## config.mk

```make
export PLATFORM = sky130hd
export DESIGN_NAME = escape_sequence_decoder_core_flat
export DESIGN_NICKNAME = d
export VERILOG_FILES = /design/src/design/esd_pkg.sv /design/src/design/esd_if.sv /design/src/design/escape_sequence_decoder_core.sv /design/src/flat_wrapper.sv
export SDC_FILE = /design/constraint.sdc
export NUM_CORES = 1
export LEC_CHECK = 0
export BUFFER_PORTS_ARGS = -buffer_cell sky130_fd_sc_hd__buf_2
export CAP_MARGIN = 20
export CELL_PAD_IN_SITES_DETAIL_PLACEMENT = 1
export CELL_PAD_IN_SITES_GLOBAL_PLACEMENT = 2
export CORE_MARGIN = 2
export CORE_UTILIZATION = 40
export CTS_CLUSTER_DIAMETER = 120
export CTS_CLUSTER_SIZE = 10
export DETAILED_ROUTE_END_ITERATION = 7
export PLACE_DENSITY_LB_ADDON = 0.3
export SYNTH_ARGS = -nofsm -noshare
export SYNTH_HDL_FRONTEND = slang
export SYNTH_SLANG_ARGS = --single-unit
```

## constraint.sdc

```tcl
create_clock -name clk -period 4.8 [get_ports clk]
set_input_delay 0.96 -clock clk [delete_from_list [all_inputs] [get_ports clk]]
set_output_delay 0.96 -clock clk [all_outputs]
set_load 0.005 [all_outputs]
```

## src/design/esd_pkg.sv

```systemverilog
// ----------------------------------------------------------------------------
// esd_pkg
// Shared types, character codes and lookup functions for the escape decoder.
// ----------------------------------------------------------------------------
package esd_pkg;

    localparam int BYTE_W = 8;
    localparam int NIBBLE_W = 4;

    // character codes
    localparam logic [BYTE_W-1:0] CH_BSLASH = 8'h5C;
    localparam logic [BYTE_W-1:0] CH_X      = 8'h78;
    localparam logic [BYTE_W-1:0] CH_ZERO   = 8'h30;
    localparam logic [BYTE_W-1:0] CH_NINE   = 8'h39;
    localparam logic [BYTE_W-1:0] CH_UC_A   = 8'h41;
    localparam logic [BYTE_W-1:0] CH_UC_F   = 8'h46;
    localparam logic [BYTE_W-1:0] CH_LC_A   = 8'h61;
    localparam logic [BYTE_W-1:0] CH_LC_F   = 8'h66;
    localparam logic [BYTE_W-1:0] CH_UC_E   = 8'h45;
    localparam logic [BYTE_W-1:0] CH_LC_B   = 8'h62;
    localparam logic [BYTE_W-1:0] CH_LC_FF  = 8'h66;
    localparam logic [BYTE_W-1:0] CH_LC_T   = 8'h74;
    localparam logic [BYTE_W-1:0] CH_LC_R   = 8'h72;
    localparam logic [BYTE_W-1:0] CH_LC_N   = 8'h6E;

    // decoded control characters
    localparam logic [BYTE_W-1:0] CODE_ESC = 8'd27;
    localparam logic [BYTE_W-1:0] CODE_BS  = 8'd8;
    localparam logic [BYTE_W-1:0] CODE_FF  = 8'd12;
    localparam logic [BYTE_W-1:0] CODE_TAB = 8'd9;
    localparam logic [BYTE_W-1:0] CODE_CR  = 8'd13;
    localparam logic [BYTE_W-1:0] CODE_LF  = 8'd10;

    // escape parser state
    typedef enum logic [3:0] {
        PH_IDLE   = 4'b0001,
        PH_BSLASH = 4'b0010,
        PH_HEX0   = 4'b0100,
        PH_HEX1   = 4'b1000
    } phase_t;

    // one output beat
    typedef struct packed {
        logic [BYTE_W-1:0] data;
        logic              last;
    } beat_t;

    typedef struct packed {
        logic                ok;
        logic [NIBBLE_W-1:0] val;
    } hex_t;

    typedef struct packed {
        logic              ok;
        logic [BYTE_W-1:0] val;
    } esc_t;

    // hex digit lookup, either case
    function automatic hex_t hex_lookup(input logic [BYTE_W-1:0] c);
        hex_t r;
        r.ok  = 1'b0;
        r.val = '0;
        if (c >= CH_ZERO && c <= CH_NINE)
        begin
            r.ok  = 1'b1;
            r.val = NIBBLE_W'(c - CH_ZERO);
        end
        else if (c >= CH_UC_A && c <= CH_UC_F)
        begin
            r.ok  = 1'b1;
            r.val = NIBBLE_W'(c - CH_UC_A + 8'd10);
        end
        else if (c >= CH_LC_A && c <= CH_LC_F)
        begin
            r.ok  = 1'b1;
            r.val = NIBBLE_W'(c - CH_LC_A + 8'd10);
        end
        return r;
    endfunction

    // single-letter escapes
    function automatic esc_t esc_lookup(input logic [BYTE_W-1:0] c);
        esc_t r;
        r.ok  = 1'b1;
        r.val = '0;
        unique case (c)
            CH_UC_E:  r.val = CODE_ESC;
            CH_LC_B:  r.val = CODE_BS;
            CH_LC_FF: r.val = CODE_FF;
            CH_LC_T:  r.val = CODE_TAB;
            CH_LC_R:  r.val = CODE_CR;
            CH_LC_N:  r.val = CODE_LF;
            default:  r.ok  = 1'b0;
        endcase
        return r;
    endfunction

endpackage

```

## src/design/esd_if.sv

```systemverilog
// ----------------------------------------------------------------------------
// esd_in_if / esd_out_if
// Valid/ready channels for raw bytes in and decoded bytes out.
// ----------------------------------------------------------------------------
interface esd_in_if;
    import esd_pkg::*;

    logic              valid;
    logic              ready;
    logic [BYTE_W-1:0] in_byte;
    logic              in_last;

    modport source (output valid, output in_byte, output in_last, input ready);
    modport sink (input valid, input in_byte, input in_last, output ready);
endinterface

interface esd_out_if;
    import esd_pkg::*;

    logic              valid;
    logic              ready;
    logic [BYTE_W-1:0] out_byte;
    logic              out_last;

    modport source (output valid, output out_byte, output out_last, input ready);
    modport sink (input valid, input out_byte, input out_last, output ready);
endinterface

```

## src/design/escape_sequence_decoder_core.sv

```systemverilog
// ----------------------------------------------------------------------------
// escape_sequence_decoder_core
// Backslash escape decoder with hex byte escapes, one raw byte per beat.
// ----------------------------------------------------------------------------
// Usage:
//   in_stream  : raw bytes, in_last flags the final byte of a string.
//   out_stream : decoded bytes, out_last flags the final decoded byte.
//   Each accepted raw byte is decoded in the cycle it is taken and yields
//   zero, one or two beats, written into a four-entry output queue.
//   When the queue is empty, the first beat of an accepted raw byte is
//   offered in the cycle after it is taken; a second beat from the same
//   byte follows it, and beats already queued ahead are delivered first.
//   Throughput: one raw byte per cycle; in_stream.ready is high while the
//   queue has room for two beats, so the queue depth and the drain rate of
//   one beat per cycle set the pace. Decoding never yields more beats than
//   it consumes over a string, so with the receiver always ready the input
//   is never throttled.
//   A final byte always yields at least one beat and clears any pending
//   escape, so strings are independent.
//   Reset empties the queue and returns the parser to idle.
//   When the receiver stalls, the head beat holds and the queue fills;
//   input ready drops once fewer than two entries are free.
// ----------------------------------------------------------------------------
module escape_sequence_decoder_core (
    input  logic      clk,
    input  logic      rst_n,
    esd_in_if.sink    in_stream,
    esd_out_if.source out_stream
);
    import esd_pkg::*;

    localparam int QDEPTH = 4;
    localparam int PTR_W  = $clog2(QDEPTH);
    localparam int CNT_W  = PTR_W + 1;

    phase_t              phase_reg, phase_next, phase_mid;
    logic [NIBBLE_W-1:0] held_reg, held_next, held_mid;

    beat_t               queue_mem [QDEPTH];
    logic [PTR_W-1:0]    wr_ptr_reg, rd_ptr_reg;
    logic [CNT_W-1:0]    count_reg;

    logic                in_fire, out_fire;
    hex_t                hx;
    esc_t                es;
    logic                a_v, b_v, f_v;
    logic [BYTE_W-1:0]   a_b, b_b, f_b;
    logic                fresh;
    beat_t               slot0, slot1;
    logic [1:0]          push_n;

    assign in_fire  = in_stream.valid && in_stream.ready;
    assign out_fire = out_stream.valid && out_stream.ready;
    assign hx       = hex_lookup(in_stream.in_byte);
    assign es       = esc_lookup(in_stream.in_byte);

    // escape parse of the incoming byte
    always_comb
    begin
        a_v       = 1'b0;
        a_b       = '0;
        fresh     = 1'b0;
        phase_mid = PH_IDLE;
        held_mid  = held_reg;
        unique case (phase_reg)
            PH_BSLASH:
            begin
                if (es.ok)
                begin
                    a_v = 1'b1;
                    a_b = es.val;
                end
                else if (in_stream.in_byte == CH_X)
                begin
                    phase_mid = PH_HEX0;
                end
                else
                begin
                    a_v   = 1'b1;
                    a_b   = CH_BSLASH;
                    fresh = 1'b1;
                end
            end
            PH_HEX0:
            begin
                if (hx.ok)
                begin
                    held_mid  = hx.val;
                    phase_mid = PH_HEX1;
                end
                else
                begin
                    a_v   = 1'b1;
                    fresh = 1'b1;
                end
            end
            PH_HEX1:
            begin
                a_v = 1'b1;
                if (hx.ok)
                begin
                    a_b = {held_reg, hx.val};
                end
                else
                begin
                    a_b   = {{(BYTE_W-NIBBLE_W){1'b0}}, held_reg};
                    fresh = 1'b1;
                end
            end
            default:
            begin
                fresh = 1'b1;
            end
        endcase

        // byte handled as a fresh one
        b_v = 1'b0;
        b_b = in_stream.in_byte;
        if (fresh)
        begin
            if (in_stream.in_byte == CH_BSLASH)
                phase_mid = PH_BSLASH;
            else
                b_v = 1'b1;
        end

        // flush of a pending escape on the last byte
        f_v = in_stream.in_last && (phase_mid != PH_IDLE);
        f_b = '0;
        unique case (phase_mid)
            PH_BSLASH: f_b = CH_BSLASH;
            PH_HEX1:   f_b = {{(BYTE_W-NIBBLE_W){1'b0}}, held_mid};
            default:   f_b = '0;
        endcase

        if (in_stream.in_last)
        begin
            phase_next = PH_IDLE;
            held_next  = '0;
        end
        else
        begin
            phase_next = phase_mid;
            held_next  = held_mid;
        end
    end

    // pack up to two beats
    always_comb
    begin
        slot0.data = a_v ? a_b : (b_v ? b_b : f_b);
        slot1.data = (a_v && b_v) ? b_b : f_b;
        push_n     = 2'(a_v) + 2'(b_v) + 2'(f_v);
        slot0.last = in_stream.in_last && (push_n == 2'd1);
        slot1.last = in_stream.in_last;
    end

    // parser state
    always_ff @(posedge clk or negedge rst_n)
    begin
        if (!rst_n)
        begin
            phase_reg <= PH_IDLE;
            held_reg  <= '0;
        end
        else if (in_fire)
        begin
            phase_reg <= phase_next;
            held_reg  <= held_next;
        end
    end

    // output queue storage
    always_ff @(posedge clk)
    begin
        if (in_fire && push_n != 2'd0)
            queue_mem[wr_ptr_reg] <= slot0;
        if (in_fire && push_n == 2'd2)
            queue_mem[wr_ptr_reg + PTR_W'(1)] <= slot1;
    end

    // output queue pointers
    always_ff @(posedge clk or negedge rst_n)
    begin
        if (!rst_n)
        begin
            wr_ptr_reg <= '0;
            rd_ptr_reg <= '0;
            count_reg  <= '0;
        end
        else
        begin
            if (in_fire)
                wr_ptr_reg <= wr_ptr_reg + PTR_W'(push_n);
            if (out_fire)
                rd_ptr_reg <= rd_ptr_reg + PTR_W'(1);
            count_reg <= count_reg + (in_fire ? CNT_W'(push_n) : '0)
                         - CNT_W'(out_fire);
        end
    end

    assign in_stream.ready     = count_reg <= CNT_W'(QDEPTH - 2);
    assign out_stream.valid    = count_reg != '0;
    assign out_stream.out_byte = queue_mem[rd_ptr_reg].data;
    assign out_stream.out_last = queue_mem[rd_ptr_reg].last;

endmodule

```

## src/flat_wrapper.sv

```systemverilog
// flat-port wrapper written by rule: the top's interface ports become plain ports
module escape_sequence_decoder_core_flat import esd_pkg::*;
  (clk, rst_n, in_stream_valid, in_stream_in_byte, in_stream_in_last, in_stream_ready, out_stream_valid, out_stream_out_byte, out_stream_out_last, out_stream_ready);
  esd_in_if in_stream_i ();
  esd_out_if out_stream_i ();
  input  logic clk;
  input  logic rst_n;
  input wire logic [$bits(in_stream_i.valid)-1:0] in_stream_valid;
  input wire logic [$bits(in_stream_i.in_byte)-1:0] in_stream_in_byte;
  input wire logic [$bits(in_stream_i.in_last)-1:0] in_stream_in_last;
  output wire logic [$bits(in_stream_i.ready)-1:0] in_stream_ready;
  output wire logic [$bits(out_stream_i.valid)-1:0] out_stream_valid;
  output wire logic [$bits(out_stream_i.out_byte)-1:0] out_stream_out_byte;
  output wire logic [$bits(out_stream_i.out_last)-1:0] out_stream_out_last;
  input wire logic [$bits(out_stream_i.ready)-1:0] out_stream_ready;
  assign in_stream_i.valid = in_stream_valid;
  assign in_stream_i.in_byte = in_stream_in_byte;
  assign in_stream_i.in_last = in_stream_in_last;
  assign in_stream_ready = in_stream_i.ready;
  assign out_stream_valid = out_stream_i.valid;
  assign out_stream_out_byte = out_stream_i.out_byte;
  assign out_stream_out_last = out_stream_i.out_last;
  assign out_stream_i.ready = out_stream_ready;
  escape_sequence_decoder_core u_core (.clk(clk), .rst_n(rst_n), .in_stream(in_stream_i), .out_stream(out_stream_i));
endmodule
```

# --- Word level (Yosys, flattened, before mapping) ---
# Memories as Yosys holds them, arrays and structs flattened.
# Cells that the tools add are included.
op_classes:
  add_sub_neg: 12
  order_cmp: 7
  eq_ne: 16
  mux: 36
  n_reduce_logical: 14
op_table:
  columns: ["op", "count"]
  rows:
  - ["8-bit by 7-bit == test with 1-bit output, second input constant", 8]
  - ["8-bit two-way mux", 5]
  - ["4-bit two-way mux", 8]
  - ["5-bit case mux with 6 select lines", 1]
  - ["8-bit by 7-bit >= comparator with 1-bit output, second input constant", 2]
  - ["8-bit by 7-bit <= comparator with 1-bit output, second input constant", 2]
  - ["8-bit case mux with 2 select lines", 1]
  - ["5-bit two-way mux", 3]
  - ["7-bit case mux with 2 select lines", 1]
  - ["4-bit by 1-bit subtractor with 4-bit output, second input constant", 3]
  - ["1-bit two-way mux", 11]
  - ["1-bit logical AND", 10]
  - ["4-bit adder, second input constant", 2]
  - ["4-bit by 2-bit == test with 1-bit output, second input constant", 2]
  - ["4-bit == test, second input constant", 2]
  - ["8-bit by 6-bit >= comparator with 1-bit output, second input constant", 1]
  - ["8-bit by 6-bit <= comparator with 1-bit output, second input constant", 1]
  - ["4-bit case mux with 2 select lines", 1]
  - ["7-bit two-way mux", 1]
  - ["6-bit OR reduction", 1]
  - ["2-bit by 1-bit adder with 2-bit output, second input constant", 2]
  - ["4-bit by 3-bit == test with 1-bit output, second input constant", 1]
  - ["4-bit by 1-bit != test with 1-bit output, second input constant", 1]
  - ["3-bit adder", 1]
  - ["14 further kinds", 14]
word_totals:
  regBits: 15
  mem_bits_rw: 36
  in_bits: 13
  out_inout_bits: 11
  memories: 1
mem_list:
  columns: ["memory", "words", "width", "rd", "rd_ports_with_merged_regs", "write_ports", "line_no", "source"]
  rows:
  - ["u_core.queue_mem", 4, 9, 1, 0, 2, "escape_sequence_decoder_core.sv:39", "beat_t queue_mem [QDEPTH];"]

# --- Depth between registers and ports, before layout ---
# Gate-level depths: netlist of the first run.
logic_depth:
  word_depth: 16
  depth_mapped: 17
  mapped_depth_nobuf: 15

# --- Worst setup path after synthesis of the first run ---
# No wires, ideal clock.
synth_path:
  path_kind: "in2reg"
  startpoint: "input in_stream_in_byte[0]"
  endpoint: "memory u_core.queue_mem[3][0] in the netlist's numbering, enable pin"
  arrival_ns: 4.072
  required_ns: 4.411
  setup_slack_ns: 0.339
  stages: 11
  cell_sequence: "inv_1 > ha_1 > nor4b_4 > a21oi_2 > a221oi_4 > a21oi_2 > a21oi_1 > fa_1 > nor2b_1 > a21oi_1 > nor3b_1"
synth_rtl:
  columns: ["element", "line_no", "source"]
  rows:
  - ["start: declaration", "flat_wrapper.sv:9", "input wire logic [$bits(in_stream_i.in_byte)-1:0] in_stream_in_byte;"]
  - ["end: declaration", "escape_sequence_decoder_core.sv:39", null]

==> impl_metrics.py, run 1 <==
metrics = {
    "placement": {
        "globalplace.congestion": 0.885,
        "io_buffers": 23,
        "hpwlAfterDp_um": 7300,
    },
    "floorplanning": {
        "die_area_mm2": 0.00963,
        "ioPinCount": 24,
        "core_mm2": 0.00868,
        "die_h_um": 98.2,
        "rows": 34,
        "fp.dieW_um": 98.2,
        "initial_core_util_pct": 40.9,
    },
    "critical_path": {
        "start_kind": "input pin",
        "crit_path_top_delay_cell": "a221oi_4",
        "crit_type": "input pin to register",
        "critPathBufInv": 3,
        "required_ps": 4830,
        "cp.arrival_ps": 4540,
        "cp_max_fo": 10,
        "crit_path_end_kind": "register",
        "worst_r2r_endpoint": "u_core.queue_mem[1][1]$_DFFE_PP_",
        "r2r_slack_ps": 830,
        "ff2ff_path_depth": 12,
        "path_cells": "buf_2 -> inv_1 -> ha_1 -> nor4b_4 -> a21oi_2 -> a221oi_4 -> a21oi_2 -> a21oi_1 -> fa_1 -> nor2b_1 -> nor3b_1 -> nand2b_1 -> buf_4 -> nor2_1 -> a21oi_1",
        "cpPeakStageDelay_ps": 480,
        "startpoint": "in_stream_in_byte[0]",
        "reg2reg_from": "u_core.phase_reg[3]$_DFFE_PN0P_",
        "crit_family": "simple AND/OR/NAND/NOR gates",
    },
    "cts": {
        "numCtsBuffers": 5,
        "post_cts_buffers": 0,
        "h-tree-depth": 2,
        "clk_pin_slew_ps": 90,
        "clock_latency_ps": 320,
        "clockRootBuffer": "clkbuf_8",
        "cts_sinks": 51,
        "postCtsHoldBufs": 0,
        "cts-resized-gates": 0,
        "cts_tree": "done",
        "clockBufferDepth": 2,
    },
    "global_routing": {
        "overflow": 0,
        "grt_pass1_wl_um": 16200,
        "grt_pass1_vias": 2939,
        "grt_max_degree": 18,
        "grtUsageTotal_pct": 21.1,
        "grtUsageMet2_pct": 34.7,
        "use_met1_pct": 30.0,
        "grt-busiest-layer": "met2",
        "grt_use_met3_pct": 3.01,
        "antenna_found_initial": 0,
    },
    "job": {
        "maxCapViolCount": 0,
    },
    "sta": {
        "rsz0062_at_grt": "no",
        "fin_crit_ps": 4520,
        "finalSetupTns_ps": 0,
        "slew_headroom_pct": 34.7,
        "finalHoldViolCount": 0,
        "fin_crit_sh_pct": 94.1,
        "slew_viol_final": 0,
        "setup_viol": 0,
        "skew_ps": 22.7,
        "worst_slew_pin_slew_ps": 967,
        "max_freq_mhz": 221,
    },
    "synthesis": {
        "synth_cells": 332,
        "synthFlopType": "edfxtp_1",
        "synth_area_per_cell_um2": 10.7,
        "ys_warn_count": 0,
        "synthDistinctLibCells": 67,
        "synthArstFlopShare_pct": 29.4,
        "yosysSeqAreaShare_pct": 41.1,
        "syn-cell-area_mm2": 0.00355,
        "synth_edf_count": 36,
        "syn-num-nets": 355,
        "ys_seq_elements": 51,
    },
    "routing": {
        "firstDrtPassIters": 5,
        "drtIter0Drc": 88,
        "route.vias.total": 2751,
        "wl_um": 9640,
        "wire_per_inst_um": 20.6,
        "ant_nets": 0,
        "drc": 0,
        "via_per_inst": 5.88,
    },
    "finish": {
        "area_growth_pct": 10.9,
        "fin_util_pct": 45.3,
        "diodes": 0,
        "n_fill_cell": 990,
        "largest_register_ffs": 36,
        "drive_gt1_share_pct": 22.2,
        "fin_nets": 382,
    },
    "power": {
        "peakVddDrop_mv": 0.125,
        "power_density_mw_per_mm2": 352,
        "finalPower_w": 0.00139,
        "leakage_nw": 1.54,
    },
    "worst_hold_path": {
        "hp-start": "u_core.count_reg[2]$_DFF_PN0_",
        "whs_endpoint": "u_core.count_reg[2]$_DFF_PN0_",
        "hold_depth": 1,
        "hold_class": "register to register",
    },
    "status": {
        "status": "completed",
    },
}
==> cell families (layout without fill, tap and decap cells) <==
family	count (synthesis)	in the layout	share of synthesized area, %
mux	28	28	11.1
xor+xnor	12	12	2.96
flops	51	51	41.1
simple gates	105	105	17.8
compound gates	91	91	18.4
fa+ha+maj	10	10	3.95
buf+inv	35	63	4.66
==> cell usage after synthesis (6+ instances only) <==
master     n  area [µm²]
xor2_1     7        61.3
dfrtp_1   14         350
mux4_2     9         203
clkbuf_1   6        22.5
a21oi_1   28         140
nor3_1     8        40.0
a32o_1     6        60.1
mux2i_1   19         190
nand2_1   29         109
nor2_1    25        93.8
edfxtp_1  36        1080
inv_1     13        48.8
ha_1       8         100
o21ai_0   18        90.1
==> per-layer routing <==
metal	vias to the layer above	wire length, µm
met5	-	0
met4	0	101
met3	9	363
met2	57	4730
met1	1385	4440
li1	1300	-
==> where the power goes <==
group | switching, W | total, W | leakage (nW) | internal (W)
Clock | 0.000155 | 0.000311 | 0.0514 | 0.000156
Combinational | 0.000212 | 0.000430 | 0.971 | 0.000219
Sequential | 0.0000901 | 0.000644 | 0.513 | 0.000554
==> through the flow <==
stage	setup slack (ps)	instances	hold slack (ps)	area (µm²)
6_report	283	468	517	3930
5_1_grt	29.0	468	526	3930
4_1_cts	316	468	521	3930
3_5_place_dp	20.7	460	506	3820
3_3_place_gp	206	460	485	3820
2_1_floorplan	339	332	460	3550
==> layout by cell type, fill, tap and decap left out, types with 2 or more instances in the layout <==
cell | Yosys | final
edfxtp_1 | 36 | 36
nand2_1 | 29 | 29
a21oi_1 | 28 | 28
nor2_1 | 25 | 25
buf_2 | 4 | 23
mux2i_1 | 19 | 19
buf_4 | 3 | 19
o21ai_0 | 18 | 18
dfrtp_1 | 14 | 14
inv_1 | 13 | 13
mux4_2 | 9 | 9
nor3_1 | 8 | 8
ha_1 | 8 | 8
xor2_1 | 7 | 7
a32o_1 | 6 | 6
nand3_1 | 5 | 5
nand2b_1 | 5 | 5
xnor2_1 | 5 | 5
a21boi_0 | 5 | 5
clkbuf_8 | 0 | 5
and3_1 | 4 | 4
and2_1 | 3 | 3
a211oi_1 | 3 | 3
nand3b_1 | 3 | 3
a31oi_1 | 3 | 3
o22ai_1 | 3 | 3
or3_1 | 3 | 3
nor4b_4 | 2 | 2
a21oi_2 | 2 | 2
nor4b_1 | 2 | 2
nand4bb_1 | 2 | 2
o21ai_1 | 2 | 2
nor2b_1 | 2 | 2
a211o_1 | 2 | 2
nor3b_1 | 2 | 2
or2_2 | 2 | 2
a22oi_1 | 2 | 2
fa_1 | 2 | 2
==> worst max-delay path by stage <==
stage	slack, ps	endpoint	cells past startpoint
finish	280	u_core.queue_mem[1][1]$_DFFE_PP_	15
global route	30	u_core.queue_mem[2][5]$_DFFE_PP_	16
CTS	320	u_core.queue_mem[1][1]$_DFFE_PP_	15
detailed placement	20	u_core.queue_mem[1][1]$_DFFE_PP_	15
global placement	210	u_core.queue_mem[0][8]$_DFFE_PP_	14
floorplan	340	u_core.queue_mem[3][0]$_DFFE_PP_	11
==> layout make-up <==
cell class | instances | area [µm²] | area share (%)
clock inverter | 2 | 37.5 | 0.955
inverter | 13 | 48.8 | 1.24
sequential | 51 | 1460 | 37.1
timing repair buffer | 42 | 258 | 6.55
clock buffer | 6 | 72.6 | 1.85
tap | 108 | 135 | 3.44
multi-input combinational | 246 | 1920 | 48.9
No activity file was read; power rests on OpenSTA's default activity.
==> inputs of run 2 (changes only) <==
--- a/config.mk
+++ b/config.mk
@@ -14,7 +14,7 @@
 export CTS_CLUSTER_DIAMETER = 120
 export CTS_CLUSTER_SIZE = 10
 export DETAILED_ROUTE_END_ITERATION = 7
-export PLACE_DENSITY_LB_ADDON = 0.3
+export PLACE_DENSITY_LB_ADDON = 0.1
 export SYNTH_ARGS = -nofsm -noshare
 export SYNTH_HDL_FRONTEND = slang
 export SYNTH_SLANG_ARGS = --single-unit
==> run 2 against run 1 <==
Against the previous run: sequential power about the same; routed wire length rose by 2.7%; utilization is the same; hold slack got worse by 6.1 ps; via count increased by 1.5%; clock power is 2% lower; cell area unchanged; cell count is the same; power about the same; sequential cell count unchanged; die area did not move; largest power group unchanged; highest routed layer unchanged.
==> impl_metrics.py, run 2 (same netlist as run 1, synthesis figures left out) <==
metrics = {
    "status": {
        "status": "completed",
    },
    "power": {
        "p_sw_share_pct": 32.7,
        "clkPwrFrac_pct": 22.1,
        "leakage_nw": 1.53,
        "seqPwrFrac_pct": 46.5,
        "power_frac_comb_pct": 31.3,
        "power_density_mw_per_mm2": 352,
        "intPower_w": 0.000931,
        "peakVddDrop_mv": 0.187,
        "power.switching_w": 0.000453,
    },
    "placement": {
        "hpwlAfterDp_um": 7370,
        "io_buffers": 23,
        "globalplace.congestion": 0.889,
    },
    "critical_path": {
        "cp.arrival_ps": 4420,
        "ff2ff_path_depth": 13,
        "cp_max_fo": 10,
        "crit_type": "input pin to register",
        "reg2reg_from": "u_core.phase_reg[3]$_DFFE_PN0P_",
        "start_kind": "input pin",
        "crit_path_end_kind": "register",
        "worst_r2r_endpoint": "u_core.queue_mem[2][5]$_DFFE_PP_",
        "required_ps": 4830,
        "r2r_slack_ps": 950,
    },
    "global_routing": {
        "grt_pass1_wl_um": 15900,
        "grt_pass1_vias": 2959,
        "antenna_found_initial": 0,
        "grt_max_degree": 18,
        "overflow": 0,
        "grtUsageTotal_pct": 21.0,
    },
    "routing": {
        "drtIter0Drc": 116,
        "firstDrtPassIters": 5,
        "drc": 0,
        "wl_um": 9890,
        "via_per_inst": 5.97,
        "route.vias.total": 2793,
        "wire_per_inst_um": 21.1,
        "ant_nets": 0,
    },
    "sta": {
        "slew_headroom_pct": 53.8,
        "fin_crit_sh_pct": 91.4,
        "skew_ps": 12.0,
        "slew_viol_final": 0,
        "whs_ps": 511,
        "finalHoldViolCount": 0,
        "finalSetupTns_ps": 0,
        "max_freq_mhz": 228,
        "rsz0062_at_grt": "no",
        "fin_crit_ps": 4390,
        "setup_viol": 0,
        "worst_slew_pin_slew_ps": 686,
    },
    "cts": {
        "cts-resized-gates": 0,
        "postCtsHoldBufs": 0,
        "clk_pin_slew_ps": 90,
        "cts_tree": "done",
        "cts_sinks": 51,
        "numCtsBuffers": 5,
        "clock_latency_ps": 310,
        "clockRootBuffer": "clkbuf_8",
        "clockBufferDepth": 2,
        "post_cts_buffers": 0,
        "h-tree-depth": 2,
    },
    "finish": {
        "mostFrequentLayoutCell": "edfxtp_1",
        "regArea_mm2": 0.00146,
        "multi_input_area_mm2": 0.00192,
        "fin_nets": 382,
        "largest_register_ffs": 36,
        "layout_common_cells": "36 x edfxtp_1, 29 x nand2_1, 28 x a21oi_1",
        "area_growth_pct": 10.9,
        "drive_gt1_share_pct": 22.2,
        "diodes": 0,
        "n_fill_cell": 980,
    },
    "job": {
        "maxCapViolCount": 0,
    },
    "floorplanning": {
        "rows": 34,
        "fp.dieW_um": 98.2,
        "initial_core_util_pct": 40.9,
        "ioPinCount": 24,
        "core_mm2": 0.00868,
        "die_h_um": 98.2,
        "die_area_mm2": 0.00963,
    },
    "worst_hold_path": {
        "hold_depth": 1,
        "hold_class": "register to register",
        "whs_endpoint": "u_core.count_reg[2]$_DFF_PN0_",
        "hp-start": "u_core.count_reg[2]$_DFF_PN0_",
    },
}
==> run 2: per-layer routing <==
metal | part of all wire (%) | vias up | GRT usage [%] | wire (µm)
met2 | 48 | 56 | 35.9 | 4790
met3 | 2.9 | 15 | 2.79 | 290
li1 | - | 1299 | - | -
met4 | 1.5 | 0 | 4.85 | 148
met5 | 0 | - | 0 | 0
met1 | 47 | 1423 | 28.7 | 4660
==> run 2: worst max-delay path by stage <==
| stage | from | slack (ps) | cells after the start | endpoint |
|---|---|---|---|---|
| floorplan | in_stream_in_byte[0] | 340 | 11 | u_core.queue_mem[3][0]$_DFFE_PP_ |
| global placement | in_stream_in_byte[0] | 260 | 14 | u_core.queue_mem[0][8]$_DFFE_PP_ |
| detailed placement | in_stream_in_byte[0] | 70 | 14 | u_core.queue_mem[0][8]$_DFFE_PP_ |
| CTS | in_stream_in_byte[0] | 410 | 16 | u_core.queue_mem[2][5]$_DFFE_PP_ |
| global route | in_stream_in_byte[0] | 130 | 14 | u_core.queue_mem[0][8]$_DFFE_PP_ |
| finish | in_stream_in_byte[0] | 410 | 16 | u_core.queue_mem[2][5]$_DFFE_PP_ |
==> run 2: worst max-delay path: stages <==
cell and delay [ps]:
buf_2 160, inv_1 150, ha_1 290, nor4b_4 280
a21oi_2 130, a221oi_4 390, a21oi_2 120, a21oi_1 290
fa_1 460, nor2b_1 250, nand2_1 90, nor2_1 140
nand2_1 230, buf_4 270, a21oi_1 150, a21oi_1 60
==> run 2: area by class of cell <==
| type | instances | share of cell area [%] |
|---|---|---|
| Inverter | 13 | 1.24 |
| Clock inverter | 2 | 0.955 |
| Tap cell | 108 | 3.44 |
| Sequential cell | 51 | 37.1 |
| Multi-Input combinational cell | 246 | 48.9 |
| Clock buffer | 6 | 1.85 |
| Timing Repair Buffer | 42 | 6.55 |
==> run 2: power by group through the flow <==
stage / clock (W) / combinational (W) / sequential [W]
detailed placement: 0 / 0.000443 / 0.000657
CTS: 0.000312 / 0.000441 / 0.000648
finish: 0.000306 / 0.000434 / 0.000644
global route: 0.000328 / 0.000484 / 0.000660
global placement: 0 / 0.000425 / 0.000653
floorplan: 0 / 0.000345 / 0.000591
==> run 2: per-stage QoR <==
step           cells  util, %  worst slack, ps  total power (W)  instance area (µm²)
6_report         468     45.3              412          0.00138                 3930
3_5_place_dp     460     44.0             69.5          0.00110                 3820
4_1_cts          468     45.3              414          0.00140                 3930
2_1_floorplan    332        -              339         0.000935                 3550
3_3_place_gp     460     44.0              264          0.00108                 3820
5_1_grt          468     45.3              130          0.00147                 3930
==> inputs of run 3 (changes only) <==
--- a/config.mk
+++ b/config.mk
@@ -14,7 +14,7 @@
 export CTS_CLUSTER_DIAMETER = 120
 export CTS_CLUSTER_SIZE = 10
 export DETAILED_ROUTE_END_ITERATION = 7
-export PLACE_DENSITY_LB_ADDON = 0.1
+export PLACE_DENSITY = 0.89
 export SYNTH_ARGS = -nofsm -noshare
 export SYNTH_HDL_FRONTEND = slang
 export SYNTH_SLANG_ARGS = --single-unit
==> run 3 against run 2 <==
Against the previous run: cell area down 0.19%; global-route usage down 0.18 points; sequential power about the same; sequential cell count unchanged; maximum frequency is 2.0% higher.
==> impl_metrics.py, run 3 (same netlist as run 1, synthesis figures left out) <==
metrics = {
    "status": {
        "status": "completed",
    },
    "finish": {
        "mostFrequentLayoutCell": "edfxtp_1",
        "largest_register_ffs": 36,
        "diodes": 0,
        "layout_common_cells": "36 x edfxtp_1, 29 x nand2_1, 28 x a21oi_1",
        "drive_gt1_share_pct": 22.9,
        "n_fill_cell": 997,
        "area_growth_pct": 10.7,
        "fin_nets": 384,
        "fin_util_pct": 45.2,
    },
    "job": {
        "maxCapViolCount": 0,
    },
    "routing": {
        "wire_per_inst_um": 20.7,
        "via_per_inst": 5.91,
        "drc": 0,
        "ant_nets": 0,
        "wl_um": 9720,
        "route.vias.total": 2777,
        "drtIter0Drc": 155,
        "firstDrtPassIters": 4,
    },
    "placement": {
        "globalplace.congestion": 0.899,
        "io_buffers": 23,
        "hpwlAfterDp_um": 7470,
    },
    "floorplanning": {
        "ioPinCount": 24,
        "rows": 34,
        "fp.dieW_um": 98.2,
        "die_area_mm2": 0.00963,
        "die_h_um": 98.2,
        "core_mm2": 0.00868,
        "initial_core_util_pct": 40.9,
    },
    "cts": {
        "clockRootBuffer": "clkbuf_8",
        "numCtsBuffers": 5,
        "clock_latency_ps": 320,
        "cts_sinks": 51,
        "clockBufferDepth": 2,
        "clk_pin_slew_ps": 100,
        "h-tree-depth": 2,
        "cts_tree": "done",
    },
    "sta": {
        "slew_headroom_pct": 55.0,
        "rsz0062_at_grt": "no",
        "skew_ps": 13.5,
        "finalSetupTns_ps": 0,
        "fin_crit_ps": 4300,
        "max_freq_mhz": 233,
        "slew_viol_final": 0,
        "finalHoldViolCount": 0,
        "setup_viol": 0,
        "fin_crit_sh_pct": 89.6,
        "worst_slew_pin_slew_ps": 667,
    },
    "critical_path": {
        "cp_max_fo": 10,
        "cp.arrival_ps": 4370,
        "crit_path_end_kind": "register",
        "crit_type": "input pin to register",
        "r2r_slack_ps": 970,
        "start_kind": "input pin",
        "required_ps": 4870,
    },
    "global_routing": {
        "overflow": 0,
        "antenna_found_initial": 0,
        "grt_pass1_wl_um": 16000,
        "grt_max_degree": 18,
        "grtUsageTotal_pct": 20.8,
        "grt_pass1_vias": 2907,
    },
    "power": {
        "power_density_mw_per_mm2": 343,
        "leakage_nw": 1.53,
        "peakVddDrop_mv": 0.151,
    },
    "worst_hold_path": {
        "hold_class": "register to register",
    },
}
==> run 3: cell count changes in the layout (fill, tap and decap cells not counted) <==
cell       delta
buf_4         +1
nor3b_1       -1
clkbuf_2      +1
bufinv_16     -1
nor3b_2       +1
clkinv_2      +1
==> run 3: timing repair <==
action,4_1_cts,5_1_grt
setup endpoints to repair,0,1
resized for setup,0,1
buffers inserted,0,0
hold buffers,0,0
==> run 3: worst paths after layout <==
path	start	endpoint	cells after the start
max in group asynchronous	rst_n	u_core.phase_reg[0]$_DFFE_PN1P_	1
worst min-delay path	u_core.count_reg[2]$_DFF_PN0_	u_core.count_reg[2]$_DFF_PN0_	1
min in group asynchronous	rst_n	u_core.held_reg[0]$_DFFE_PN0P_	1
worst max register to register	u_core.phase_reg[3]$_DFFE_PN0P_	u_core.queue_mem[0][8]$_DFFE_PP_	11
worst max-delay path	in_stream_in_byte[0]	u_core.queue_mem[0][8]$_DFFE_PP_	14
worst min register to register	u_core.count_reg[2]$_DFF_PN0_	u_core.count_reg[2]$_DFF_PN0_	1
==> run 3: metrics by stage <==
step | instance area [µm²] | hold slack [ps] | std cells | setup slack, ps | total power, W
6_report | 3930 | 534 | 470 | 500 | 0.00134
4_1_cts | 3920 | 545 | 469 | 428 | 0.00136
3_5_place_dp | 3830 | 528 | 461 | 83.5 | 0.00110
2_1_floorplan | 3550 | 460 | 332 | 339 | 0.000935
5_1_grt | 3930 | 555 | 470 | 143 | 0.00143
3_3_place_gp | 3830 | 476 | 461 | 256 | 0.00106
==> run 3: metal layers <==
layer  GRT usage (%)  wire, µm
met1            28.3      4490
met2            35.1      4740
met3            3.01       333
met4            5.69       155
met5               0         0
==> run 3: layout make-up <==
type | count | area (µm²) | area share (%)
Tap cell | 108 | 135 | 3.44
Timing Repair Buffer | 44 | 270 | 6.89
Clock buffer | 6 | 72.6 | 1.85
Sequential cell | 51 | 1460 | 37.1
Multi-Input combinational cell | 246 | 1930 | 49.1
Inverter | 13 | 48.8 | 1.24
Clock inverter | 2 | 12.5 | 0.319
==> run 3: critical path, cell delays in order <==
cell	delay (ps)
buf_2	160
inv_1	150
ha_1	290
nor4b_4	270
a21oi_2	130
a221oi_4	350
a21oi_2	110
a21oi_1	320
fa_1	470
nor2b_1	230
nand3_1	150
or2_2	390
xor2_1	170
a32o_1	220
==> run 3: report_power, final <==
part | switching, W | internal [W]
sequential | 0.0000921 | 0.000554
combinational | 0.000214 | 0.000221
clock | 0.000160 | 0.000103
